### src/design/u16w8_pkg.sv
`timescale 1ns / 1ps
// Shared types, constants and the byte-encoding function for the UTF-16 to WTF-8 encoder.
// No dependencies; used by every module of the block.
package u16w8_pkg;

    localparam int UNIT_W          = 16;
    localparam int BYTE_W          = 8;
    localparam int CP_W            = 21;
    localparam int HB_W            = 10;
    localparam int QUEUE_DEPTH_DEF = 4;

    localparam logic [UNIT_W-1:0] HIGH_FIRST = 16'hD800;
    localparam logic [UNIT_W-1:0] HIGH_LAST  = 16'hDBFF;
    localparam logic [UNIT_W-1:0] LOW_FIRST  = 16'hDC00;
    localparam logic [UNIT_W-1:0] LOW_LAST   = 16'hDFFF;
    localparam logic [CP_W-1:0]   SUPP_BASE  = 21'h10000;

    // Byte count minus one of an encoded code point
    localparam logic [1:0] LEN_1 = 2'd0;
    localparam logic [1:0] LEN_2 = 2'd1;
    localparam logic [1:0] LEN_3 = 2'd2;
    localparam logic [1:0] LEN_4 = 2'd3;

    // One code point waiting to be serialized
    typedef struct packed {
        logic [CP_W-1:0] cp;
        logic [1:0]      len_m1;
        logic            run_end;
        logic            string_end;
    } t_entry;

    // Byte idx (0 = lead byte) of code point cp encoded in len_m1+1 bytes
    function automatic logic [BYTE_W-1:0] enc_byte(input logic [CP_W-1:0] cp,
                                                  input logic [1:0] len_m1,
                                                  input logic [1:0] idx);
        logic [1:0]       pos;
        logic [5:0]       six;
        logic [BYTE_W-1:0] lead;
        pos = len_m1 - idx;
        case (pos)
            2'd0:    six = cp[5:0];
            2'd1:    six = cp[11:6];
            2'd2:    six = cp[17:12];
            default: six = {3'b000, cp[20:18]};
        endcase
        case (len_m1)
            LEN_1:   lead = {1'b0, cp[6:0]};
            LEN_2:   lead = {3'b110, cp[10:6]};
            LEN_3:   lead = {4'b1110, cp[15:12]};
            default: lead = {5'b11110, cp[20:18]};
        endcase
        return (idx == 2'd0) ? lead : {2'b10, six};
    endfunction

endpackage

### src/design/u16w8_front.sv
`timescale 1ns / 1ps
// Front end: accepts UTF-16 units, pairs surrogates and pushes code points to the queue.
// Depends on u16w8_pkg.
module u16w8_front (
    input  logic                         i_clk,
    input  logic                         i_rst_n,
    input  logic                         i_valid,
    output logic                         o_ready,
    input  logic [u16w8_pkg::UNIT_W-1:0] i_unit,
    input  logic                         i_final,
    output logic                         o_push,
    output u16w8_pkg::t_entry            o_push_data,
    input  logic                         i_full
);
    import u16w8_pkg::*;

    logic            r_hp, n_hp;
    logic [HB_W-1:0] r_hb, n_hb;
    logic            r_sv, n_sv;
    t_entry          r_se, n_se;

    logic   accept, is_high, is_low, push;
    t_entry e_unit, e_lone, e_pair, push_data;

    assign is_high = (i_unit >= HIGH_FIRST) && (i_unit <= HIGH_LAST);
    assign is_low  = (i_unit >= LOW_FIRST) && (i_unit <= LOW_LAST);
    assign accept  = i_valid && !r_sv && !i_full;

    always_comb begin
        e_unit.cp         = {{(CP_W-UNIT_W){1'b0}}, i_unit};
        e_unit.len_m1     = (i_unit < 16'h0080) ? LEN_1 : (i_unit < 16'h0800) ? LEN_2 : LEN_3;
        e_unit.run_end    = 1'b1;
        e_unit.string_end = i_final;

        e_lone.cp         = {5'b00000, 6'b110110, r_hb};
        e_lone.len_m1     = LEN_3;
        e_lone.run_end    = 1'b0;
        e_lone.string_end = 1'b0;

        e_pair.cp         = {1'b0, r_hb, i_unit[HB_W-1:0]} + SUPP_BASE;
        e_pair.len_m1     = LEN_4;
        e_pair.run_end    = 1'b1;
        e_pair.string_end = i_final;
    end

    always_comb begin
        n_hp      = r_hp;
        n_hb      = r_hb;
        n_sv      = r_sv;
        n_se      = r_se;
        push      = 1'b0;
        push_data = r_se;
        if (r_sv) begin
            // drain the second code point of the previous unit
            if (!i_full) begin
                push = 1'b1;
                n_sv = 1'b0;
            end
        end else if (accept) begin
            if (r_hp) begin
                n_hp = 1'b0;
                n_hb = '0;
                push = 1'b1;
                if (is_low) begin
                    push_data = e_pair;
                end else begin
                    push_data = e_lone;
                    if (is_high && !i_final) begin
                        n_hp              = 1'b1;
                        n_hb              = i_unit[HB_W-1:0];
                        push_data.run_end = 1'b1;
                    end else begin
                        n_sv = 1'b1;
                        n_se = e_unit;
                    end
                end
            end else if (is_high && !i_final) begin
                n_hp = 1'b1;
                n_hb = i_unit[HB_W-1:0];
            end else begin
                push      = 1'b1;
                push_data = e_unit;
            end
        end
    end

    always_ff @(posedge i_clk) begin
        if (!i_rst_n) begin
            r_hp <= 1'b0;
            r_hb <= '0;
            r_sv <= 1'b0;
        end else begin
            r_hp <= n_hp;
            r_hb <= n_hb;
            r_sv <= n_sv;
        end
        r_se <= n_se;
    end

    assign o_ready     = !r_sv && !i_full;
    assign o_push      = push;
    assign o_push_data = push_data;

    a_second_blocks_input: assert property (@(posedge i_clk) disable iff (!i_rst_n)
        r_sv |-> !o_ready)
        else $error("front takes a unit while a second code point is pending");
    a_second_ends_run: assert property (@(posedge i_clk) disable iff (!i_rst_n)
        r_sv |-> r_se.run_end && !r_hp)
        else $error("pending second code point must close its run with nothing held");
    a_hold_no_push: assert property (@(posedge i_clk) disable iff (!i_rst_n)
        (accept && !r_hp && is_high && !i_final) |-> !o_push)
        else $error("held high surrogate must not push a code point");

endmodule

### src/design/u16w8_fifo.sv
`timescale 1ns / 1ps
// Short queue of code-point entries between the front and back ends.
// Depends on u16w8_pkg.
module u16w8_fifo #(
    parameter int DEPTH = u16w8_pkg::QUEUE_DEPTH_DEF
) (
    input  logic              i_clk,
    input  logic              i_rst_n,
    input  logic              i_push,
    input  u16w8_pkg::t_entry i_push_data,
    output logic              o_full,
    input  logic              i_pop,
    output u16w8_pkg::t_entry o_pop_data,
    output logic              o_empty
);
    import u16w8_pkg::*;

    localparam int AW = (DEPTH > 1) ? $clog2(DEPTH) : 1;
    localparam int CW = $clog2(DEPTH + 1);
    localparam logic [AW-1:0] LAST_PTR = AW'(DEPTH - 1);
    localparam logic [CW-1:0] FULL_CNT = CW'(DEPTH);

    t_entry        r_mem [DEPTH];
    logic [AW-1:0] r_wr, n_wr, r_rd, n_rd;
    logic [CW-1:0] r_cnt, n_cnt;

    always_comb begin
        n_wr  = r_wr;
        n_rd  = r_rd;
        n_cnt = r_cnt;
        if (i_push) begin
            n_wr = (r_wr == LAST_PTR) ? '0 : r_wr + 1'b1;
        end
        if (i_pop) begin
            n_rd = (r_rd == LAST_PTR) ? '0 : r_rd + 1'b1;
        end
        if (i_push && !i_pop) begin
            n_cnt = r_cnt + 1'b1;
        end else if (i_pop && !i_push) begin
            n_cnt = r_cnt - 1'b1;
        end
    end

    always_ff @(posedge i_clk) begin
        if (!i_rst_n) begin
            r_wr  <= '0;
            r_rd  <= '0;
            r_cnt <= '0;
        end else begin
            r_wr  <= n_wr;
            r_rd  <= n_rd;
            r_cnt <= n_cnt;
        end
        if (i_push) begin
            r_mem[r_wr] <= i_push_data;
        end
    end

    assign o_full     = (r_cnt == FULL_CNT);
    assign o_empty    = (r_cnt == '0);
    assign o_pop_data = r_mem[r_rd];

    a_no_overflow: assert property (@(posedge i_clk) disable iff (!i_rst_n)
        !(i_push && o_full))
        else $error("push into full queue");
    a_no_underflow: assert property (@(posedge i_clk) disable iff (!i_rst_n)
        !(i_pop && o_empty))
        else $error("pop from empty queue");
    a_count_range: assert property (@(posedge i_clk) disable iff (!i_rst_n)
        r_cnt <= FULL_CNT)
        else $error("queue count beyond depth");

endmodule

### src/design/u16w8_back.sv
`timescale 1ns / 1ps
// Back end: pops code points and serializes their WTF-8 bytes into an output register.
// Depends on u16w8_pkg.
module u16w8_back (
    input  logic                         i_clk,
    input  logic                         i_rst_n,
    input  u16w8_pkg::t_entry            i_pop_data,
    input  logic                         i_empty,
    output logic                         o_pop,
    output logic                         o_valid,
    input  logic                         i_ready,
    output logic [u16w8_pkg::BYTE_W-1:0] o_byte,
    output logic                         o_run_end,
    output logic                         o_string_end
);
    import u16w8_pkg::*;

    logic              r_busy, n_busy;
    t_entry            r_ent, n_ent;
    logic [1:0]        r_idx, n_idx;
    logic              r_ovalid, n_ovalid;
    logic [BYTE_W-1:0] r_obyte, n_obyte;
    logic              r_orun, n_orun;
    logic              r_ostr, n_ostr;

    logic slot_free, last_byte, pop;

    assign slot_free = !r_ovalid || i_ready;
    assign last_byte = (r_idx == r_ent.len_m1);

    always_comb begin
        n_busy   = r_busy;
        n_ent    = r_ent;
        n_idx    = r_idx;
        n_ovalid = r_ovalid;
        n_obyte  = r_obyte;
        n_orun   = r_orun;
        n_ostr   = r_ostr;
        pop      = 1'b0;
        if (slot_free) begin
            n_ovalid = r_busy;
            if (r_busy) begin
                n_obyte = enc_byte(r_ent.cp, r_ent.len_m1, r_idx);
                n_orun  = r_ent.run_end && last_byte;
                n_ostr  = r_ent.string_end && last_byte;
                if (last_byte) begin
                    // chain straight into the next code point when one waits
                    pop    = !i_empty;
                    n_busy = !i_empty;
                    n_ent  = i_pop_data;
                    n_idx  = '0;
                end else begin
                    n_idx = r_idx + 1'b1;
                end
            end
        end
        if (!r_busy && !i_empty) begin
            pop    = 1'b1;
            n_busy = 1'b1;
            n_ent  = i_pop_data;
            n_idx  = '0;
        end
    end

    always_ff @(posedge i_clk) begin
        if (!i_rst_n) begin
            r_busy   <= 1'b0;
            r_idx    <= '0;
            r_ovalid <= 1'b0;
        end else begin
            r_busy   <= n_busy;
            r_idx    <= n_idx;
            r_ovalid <= n_ovalid;
        end
        r_ent   <= n_ent;
        r_obyte <= n_obyte;
        r_orun  <= n_orun;
        r_ostr  <= n_ostr;
    end

    assign o_pop        = pop;
    assign o_valid      = r_ovalid;
    assign o_byte       = r_obyte;
    assign o_run_end    = r_orun;
    assign o_string_end = r_ostr;

    a_idx_in_range: assert property (@(posedge i_clk) disable iff (!i_rst_n)
        r_busy |-> r_idx <= r_ent.len_m1)
        else $error("byte index past code point length");
    a_string_end_closes_run: assert property (@(posedge i_clk) disable iff (!i_rst_n)
        (r_ovalid && r_ostr) |-> r_orun)
        else $error("string end without run end");
    a_pop_only_when_free: assert property (@(posedge i_clk) disable iff (!i_rst_n)
        o_pop |-> (!r_busy || (slot_free && last_byte)))
        else $error("pop while current code point still serializing");

endmodule

### src/design/utf16_to_wtf8_encoder.sv
`timescale 1ns / 1ps
// Top level of the UTF-16 to WTF-8 encoder: front end, code-point queue, back end.
// Depends on u16w8_pkg, u16w8_front, u16w8_fifo and u16w8_back.
//
// Usage:
//   Slave stream: one UTF-16 code unit per request in tdata, tlast set on the
//   last unit of a string. Master stream: one WTF-8 byte per request in
//   tdata, tuser[0] set on the last byte caused by an input unit, tlast set
//   on the last byte of the string.
//   A high surrogate that is not the last unit is held and produces nothing
//   until the next unit shows whether it pairs with a low surrogate; a pair
//   leaves as one four-byte code point, anything else releases the held unit
//   as a three-byte lone surrogate ahead of the new unit's bytes.
//   With the queue empty, a unit's first byte passes through the queue, the
//   back end's code-point register and the output register. The back end sends
//   one byte per cycle while the receiver is ready, so a unit yields 1 to 3
//   bytes (a surrogate pair 4 for two units, a held high plus a non-low unit up
//   to 6); the single-byte output port sets that rate. The front takes one unit
//   per cycle while the queue has room, but pauses after it releases a held
//   high ahead of a unit with bytes of its own, to push that unit's code point.
//   Reset (i_rst_n low, synchronous) empties the queue and the output
//   register and drops any held surrogate. When the receiver stalls, the
//   output byte holds, the queue fills and then tready on the slave side
//   drops until bytes drain.
module utf16_to_wtf8_encoder #(
    parameter int QUEUE_DEPTH = u16w8_pkg::QUEUE_DEPTH_DEF
) (
    input  logic                         i_clk,
    input  logic                         i_rst_n,
    input  logic                         i_s_tvalid,
    output logic                         o_s_tready,
    input  logic [u16w8_pkg::UNIT_W-1:0] i_s_tdata,  // [15:0] code_unit
    input  logic                         i_s_tlast,  // final_unit
    output logic                         o_m_tvalid,
    input  logic                         i_m_tready,
    output logic [u16w8_pkg::BYTE_W-1:0] o_m_tdata,  // [7:0] out_byte
    output logic [0:0]                   o_m_tuser,  // [0] run_end
    output logic                         o_m_tlast   // string_end
);
    import u16w8_pkg::*;

    logic   push, full, pop, empty, run_end;
    t_entry push_data, pop_data;

    // Front: classify units and pair surrogates
    u16w8_front u_front (
        .i_clk       (i_clk),
        .i_rst_n     (i_rst_n),
        .i_valid     (i_s_tvalid),
        .o_ready     (o_s_tready),
        .i_unit      (i_s_tdata),
        .i_final     (i_s_tlast),
        .o_push      (push),
        .o_push_data (push_data),
        .i_full      (full)
    );

    // Queue decouples unit acceptance from byte output
    u16w8_fifo #(
        .DEPTH (QUEUE_DEPTH)
    ) u_fifo (
        .i_clk       (i_clk),
        .i_rst_n     (i_rst_n),
        .i_push      (push),
        .i_push_data (push_data),
        .o_full      (full),
        .i_pop       (pop),
        .o_pop_data  (pop_data),
        .o_empty     (empty)
    );

    // Back: serialize code points into bytes
    u16w8_back u_back (
        .i_clk        (i_clk),
        .i_rst_n      (i_rst_n),
        .i_pop_data   (pop_data),
        .i_empty      (empty),
        .o_pop        (pop),
        .o_valid      (o_m_tvalid),
        .i_ready      (i_m_tready),
        .o_byte       (o_m_tdata),
        .o_run_end    (run_end),
        .o_string_end (o_m_tlast)
    );

    assign o_m_tuser = run_end;

endmodule

### config.mk
export PLATFORM = sky130hd
export DESIGN_NAME = utf16_to_wtf8_encoder
export DESIGN_NICKNAME = d
export VERILOG_FILES = /design/src/design/u16w8_pkg.sv /design/src/design/u16w8_front.sv /design/src/design/u16w8_fifo.sv /design/src/design/u16w8_back.sv /design/src/design/utf16_to_wtf8_encoder.sv
export SDC_FILE = /design/constraint.sdc
export NUM_CORES = 1
export LEC_CHECK = 0
export BUFFER_PORTS_ARGS = -buffer_cell sky130_fd_sc_hd__buf_2
export CORE_ASPECT_RATIO = 0.7
export CORE_UTILIZATION = 66
export DETAILED_ROUTE_END_ITERATION = 6
export GPL_TIMING_DRIVEN = 0
export HOLD_SLACK_MARGIN = 0.06
export PLACE_DENSITY_LB_ADDON = 0.2
export SYNTH_ARGS = -nofsm -noshare
export SYNTH_HDL_FRONTEND = slang
export SYNTH_SLANG_ARGS = --single-unit
### constraint.sdc
create_clock -name i_clk -period 5.26 [get_ports i_clk]
set_input_delay 0.526 -clock i_clk [delete_from_list [all_inputs] [get_ports i_clk]]
set_output_delay 0.526 -clock i_clk [all_outputs]
set_load 0.01 [all_outputs]
==> metrics.txt, run 1 <==
outcome=finished clean; Critical Path, Cell by Cell=inv_1 > ha_1 > buf_2 > clkbuf_1 > a31o_2 > nand2_1 > ha_1 > inv_1 > fa_1 > xor2_1 > or3_1 > a21oi_1; area grow syn2layout=12.7%; Syn Area/Cell=between 10 and 15 µm²; Distinct cells, synth=70; IO Port Bufs=32; total leakage power=~3.2 nW; Crit path required time=5.62 ns; fin crit period=roughly 3.1 ns; initial antenna violation count=0; maximum vdd drop=just over 0.3 mV; FF+latch count, synth=185; post-cts sizing count=0; detailed placement HPWL=about 11000 µm; main area contributors after synthesis=edfxtp_1, mux4_2, dfxtp_1; ys flop type=edfxtp_1; Clock Skew=between 0.01 and 0.015 ns; core area=0.0119 mm²; Post-Syn Nets=about 580; NetSw=between 1 and 1.5 mW; I/O pins=33; Synth area leader=edfxtp_1; wire length per cell=22.5 µm; clock power share=0.289; post-synthesis sequential area ratio=0.655; relative slew slack=0.0971; Final Hold Viols=0; largest net degree at the start of global routing=26; CTS tree=done; finished layout cell area=0.00913 mm²; clk buf depth=2; Root Driver=clkbuf_16; fillers=636; Post-Syn Instances=546; layout cells sized above 1=0.209; H-tree depth=4; std cell rows=33; DP Area=between 0.008 and 0.009 mm²; Vias per Instance=6.61; global-route total usage across every layer=0.299; Final Util=0.771; Clock Sink Count=185; Hold WC Path Type=input port to flip-flop; Final period util=0.588; Nets=635; Synthesis Warnings=0; vias post-DR=5091; drt pass-1 iters=6; Die Ht=94.7 µm; Initial Utilization=0.684; TritonCTS Buffers=17; Inserted Diodes=0; Highest Clock Rate=323 MHz; worst slew pin tran=1.35 ns; CP Data Arrival Time=~3.5 ns; initial drt markers=590; sequential fraction of design power=0.453; Detail Route Antenna Nets=0; Remaining DRCs=0; CTS Hold Bufs=0; synthesized cell area=0.00810 mm²; max-slew violations=0; Clk Latency, worst-skew pair=0.44 ns; die width=134 µm; startpoint types=flip-flop; CP peak stage delay=0.48 ns; Int Pwr=3.28 mW; GP Congestion=0.875; Sw Share=0.298; count of final setup violators=0; CP max FO=10; DIE AREA=0.0127 mm²; P per Cell Area=512 mW/mm²; vias in the first global route=4954; first-pass GRT wire length=26900 µm; Logic pwr share=0.258; Async SR Flop Fraction=0; RSZ-0062 raised after global routing=no; Total Power=4.68 mW; Post-synth EDFFs=160; WS Path Type=flip-flop to flip-flop; number of setup buffers added after CTS=0; Final TNS setup=0 ns; Synth top area share=0.593; grt total ovfl=0; Critical Path Slowest Stage Cell=edfxtp_1; Worst-path clk slew=roughly 0.070 ns; Max Cap Viol=0; Worst Setup End Kind=flip-flop; routed wire length=17300 µm
-- cell usage after synthesis, types with 2 or more instances --
library cell  instances
a2111oi_0             4
mux2_2                3
buf_4                 2
mux4_2               25
nor2_1               18
nand2b_1              3
nand4b_1              4
inv_1                34
o31ai_1               3
nor3_1                3
o21ai_0              18
and2_1                6
a222oi_1             11
o21a_1                2
a22o_1                2
buf_2                 9
nand3b_1              2
ha_1                 13
or3_1                 4
edfxtp_1            160
or4b_2                3
o2bb2ai_1             4
o32ai_1              10
mux2i_1              17
nor4b_1               3
a21oi_1              11
clkbuf_1             14
a22oi_1               4
nor4_1                3
or4_1                 4
buf_6                 5
o211ai_1              4
dfxtp_1              25
and3_1               10
nor2b_1               5
nand2_1              50
nand3_1              10
xor2_1                3
o221a_2               4
-- worst max-delay path, delay by kind of cell (launching register included) --
kind | cells | cell delay [ns]
adder cells (fa/ha/maj) | 3 | 0.88
buffers and inverters | 4 | 0.64
AO/OA/AOI/OAI | 2 | 0.43
XOR/XNOR | 1 | 0.17
AND/OR/NAND/NOR | 2 | 0.41
flip-flops | 1 | 0.48
-- state kept, by name, summed over array words and instances, names as in the netlist, named ones only --
name / flops
u_back.r_busy: 1
u_fifo.r_cnt: 3
u_front.r_sv: 1
u_back.o_string_end: 1
u_back.o_valid: 1
u_front.r_hp: 1
u_front.r_hb: 10
u_fifo.r_wr: 2
u_back.r_idx: 2
u_fifo.r_mem: 100
u_back.o_run_end: 1
u_back.o_byte: 8
u_fifo.r_rd: 2
u_back.r_ent: 25
u_front.r_se: 25
-- per-stage QoR --
stage	cells	hold WS (ns)	setup WS, ns
after floorplan	546	0.456	1.85
after global placement	735	0.472	0.856
after detailed placement	738	0.473	2.18
after CTS	770	0.398	2.17
after global routing	770	0.405	1.98
final	770	0.412	2.17
-- layout make-up --
class	instances	area (µm²)	area share
flip-flops and latches	185	5310	0.581
repair buffers	35	198	0.0216
clock buffers	18	429	0.0470
well taps	157	196	0.0215
clock inverters	14	196	0.0215
inverters	34	128	0.0140
plain buffers	30	169	0.0185
multi-input cells	297	2510	0.275
-- worst paths after layout --
| path | startpoint | to | slack [ns] | cells after the start |
|---|---|---|---|---|
| max | u_back.r_ent[2] | u_fifo.r_cnt[2] | 2.17 | 12 |
| min | i_s_tdata[6] | u_front.r_hb[6] | 0.41 | 3 |
| max reg2reg | u_back.r_ent[2] | u_fifo.r_cnt[2] | 2.17 | 12 |
| min reg2reg | u_front.r_sv | u_front.r_sv | 0.49 | 2 |
-- power by group through the flow --
stage / logic (mW) / clock network [mW] / registers [mW]
2_1_floorplan: 0.844 / 0 / 2.12
3_3_place_gp: 1.14 / 0 / 2.14
3_5_place_dp: 1.20 / 0 / 2.14
4_1_cts: 1.20 / 1.36 / 2.12
5_1_grt: 1.32 / 1.42 / 2.15
6_report: 1.21 / 1.35 / 2.12
-- kinds of logic after synthesis --
group / after synthesis / synth area share
adder cells (fa/ha/maj): 14 / 0.0225
AO/OA/AOI/OAI: 95 / 0.0899
multiplexers: 45 / 0.0947
flip-flops: 185 / 0.655
buffers and inverters: 64 / 0.0366
AND/OR/NAND/NOR: 137 / 0.0924
XOR/XNOR: 6 / 0.00911
-- layout by cell type (no fill, tap or decap), types with 4 or more instances in the layout --
cell and n:
edfxtp_1 160, nand2_1 50, buf_2 41, inv_1 34
mux4_2 25, dfxtp_1 25, o21ai_0 18, nor2_1 18
mux2i_1 17, clkbuf_16 17, clkbuf_1 15, ha_1 13
a21oi_1 11, a222oi_1 11, nand3_1 10, and3_1 10
o32ai_1 10, buf_6 7, and2_1 6, nor2b_1 5
or3_1 4, or4_1 4, o2bb2ai_1 4, nand4b_1 4
o221a_2 4, a22oi_1 4, o211ai_1 4, a2111oi_0 4
clkinv_4 4, bufinv_16 4
-- per-layer routing --
metal  track usage  vias up  routed length (µm)
met3        0.0762       27                1470
met5             0        -                   0
li1              -     2258                   -
met2         0.474      256                8350
met1         0.402     2550                7180
met4         0.121        0                 315
(Power assumes the default switching activity.)
==> inputs of run 2 (changes only) <==
--- a/config.mk
+++ b/config.mk
@@ -5,9 +5,10 @@
 export SDC_FILE = /design/constraint.sdc
 export NUM_CORES = 1
 export LEC_CHECK = 0
+export ABC_AREA = 1
 export BUFFER_PORTS_ARGS = -buffer_cell sky130_fd_sc_hd__buf_2
 export CORE_ASPECT_RATIO = 0.7
-export CORE_UTILIZATION = 66
+export CORE_UTILIZATION = 62
 export DETAILED_ROUTE_END_ITERATION = 6
 export GPL_TIMING_DRIVEN = 0
 export HOLD_SLACK_MARGIN = 0.06
==> constraint.sdc (replaced) <==
create_clock -name i_clk -period 3.08 [get_ports i_clk]
set_input_delay 0.308 -clock i_clk [delete_from_list [all_inputs] [get_ports i_clk]]
set_output_delay 0.308 -clock i_clk [all_outputs]
set_load 0.01 [all_outputs]
==> run 2 against run 1 <==
  * Fmax increased by 17%
  * Non-clock buffer count down 1
  * First-iteration DRC count up 36%
==> metrics.txt, run 2 <==
Syn Area/Cell=10.1 µm²; outcome=finished clean; Final period util=0.859; WHS=about 0.14 ns; first-pass GRT wire length=approximately 32000 µm; CTS tree=done; commonest non-fill, non-tap cell in the layout=nand2_1; TritonCTS Buffers=17; Final Non-Filler Cells=1052; Highest Clock Rate=between 300 and 400 MHz; most frequent cells in the layout=nand2_1, edfxtp_1, nor2_1; dpl ws=0.452 ns; Post-synth EDFFs=160; Worst Setup End Kind=flip-flop; FF+latch count, synth=~190; Post-Syn Instances=822; synthesized cell area=0.00828 mm²; CP Data Arrival Time=3.01 ns; max reg flops=100; main area contributors after synthesis=edfxtp_1, nand2_1, dfxtp_1; I/O pins=33; Synth area leader=edfxtp_1; startpoint types=flip-flop; P per Cell Area=912 mW/mm²; CTS Hold Bufs=0; grt total ovfl=0; maximum vdd drop=between 0.5 and 0.6 mV; Remaining DRCs=0; worst slew pin tran=1.03 ns; core area=0.0127 mm²; std cell rows=34; largest net degree at the start of global routing=26; vias in the first global route=~6100; GP Congestion=roughly 0.95; vias post-DR=6379; Distinct cells, synth=38; top cell family by delay on the critical path=adder cells; routed wire length=between 20000 and 25000 µm; ys flop type=edfxtp_1; Buf/Inv on CP=3; H-tree depth=4; DIE AREA=0.0138 mm²; Post-Syn Nets=857; Synth top area share=0.580; most used cell, CP=nand2_1; Top Registers=u_fifo.r_mem x100, u_back.r_ent x25, u_front.r_se x25; detailed placement HPWL=14000 µm; post-route setup slack=0.435 ns; Async SR Flop Fraction=0; layout cells sized above 1=0.112; global-route total usage across every layer=0.314; wire length per cell=19.5 µm; Largest Register=u_fifo.r_mem; area grow syn2layout=12.7%; Final Hold Viols=0; Detail Route Antenna Nets=0; relative slew slack=0.313; post-cts sizing count=0; Final Util=0.734; Synthesis Warnings=0; die width=140 µm; Clock Skew=0.0134 ns; IO Port Bufs=32; CP peak stage delay=0.45 ns; WS Path Type=flip-flop to flip-flop; Root Driver=clkbuf_16; most frequent cell after synthesis=nand2_1; total leakage power=3.63 nW; Nets=just over 900; max-slew violations=0; Critical Path, Cell by Cell=inv_1 > ha_1 > clkbuf_2 > nand2_1 > o21ai_0 > nand2_1 > ha_1 > inv_1 > fa_1 > nor2_1 > nor2_1 > nand2_1 > o21ai_0 > a21oi_1; drt pass-1 iters=5; number of setup buffers added after CTS=0; dpl cells=approximately 1000; Post-synth top cells=nand2_1, edfxtp_1, nor2_1, inv_1, o21ai_0; Max Cap Viol=0; Die Ht=98.7 µm; RSZ-0062 raised after global routing=no; Initial Utilization=0.651; Crit path required time=3.45 ns; Clk Latency, worst-skew pair=0.43 ns; fin crit period=2.65 ns; Vias per Instance=about 6; clk buf depth=2; fillers=864; Critical Path Slowest Stage Cell=fa_1; post-synthesis sequential area ratio=0.641; initial drt markers=801; Hold WC Path Type=input port to flip-flop; Worst-path clk slew=0.08 ns; initial antenna violation count=0; count of final setup violators=0; CP max FO=8; Clock Sink Count=185; Inserted Diodes=0
## run 2: kinds of logic after synthesis
family / count (synthesis) / synth area share
flip-flops: 185 / 0.641
adder cells (fa/ha/maj): 14 / 0.0221
XOR/XNOR: 3 / 0.00317
buffers and inverters: 115 / 0.0561
AND/OR/NAND/NOR: 353 / 0.179
AO/OA/AOI/OAI: 152 / 0.0987
## run 2: area by class of cell
class / instances / area [µm²] / share of cell area
clock buffer: 17 / 425 / 0.0456
timing repair buffer: 36 / 233 / 0.0249
multi-input combinational: 522 / 2540 / 0.272
tap: 162 / 203 / 0.0217
sequential: 185 / 5310 / 0.568
clock inverter: 15 / 163 / 0.0174
inverter: 87 / 327 / 0.0350
buffer: 28 / 138 / 0.0147
## run 2: tightest hold or removal path, cell delays in order
cell and delay, ns:
buf_2 0.11, nand2_1 0.06, a21oi_1 0.05
## run 2: path summary, 6_finish.rpt
kind / start / endpoint / slack [ns] / cells after the start
worst min register to register: u_back.r_idx[0] / u_back.r_idx[0] / 0.51 / 2
worst min-delay path: i_s_tdata[2] / u_front.r_hb[2] / 0.14 / 3
worst max-delay path: u_back.r_ent[2] / u_fifo.r_cnt[2] / 0.43 / 14
worst max register to register: u_back.r_ent[2] / u_fifo.r_cnt[2] / 0.43 / 14
## run 2: routing by layer
metal / global-route usage / routed length (µm)
met4: 0.0947 / 313
met3: 0.0884 / 2130
met5: 0 / 0
met2: 0.506 / 9810
met1: 0.418 / 8280
## run 2: where the power goes
part           internal (mW)  total [mW]  switching [mW]
combinational          0.749        2.64            1.89
clock                   1.21        2.20           0.983
sequential              3.44        3.68           0.240
total                   5.40        8.51            3.11
## run 2: stage by stage
stage | TNS [ns] | total power [mW] | cell area, µm²
after floorplan | 0 | 5.30 | 8280
after global placement | -53.28 | 6.04 | 8640
after detailed placement | 0 | 6.26 | 8740
after CTS | 0 | 8.46 | 9330
after global routing | 0 | 8.93 | 9330
final | 0 | 8.51 | 9330
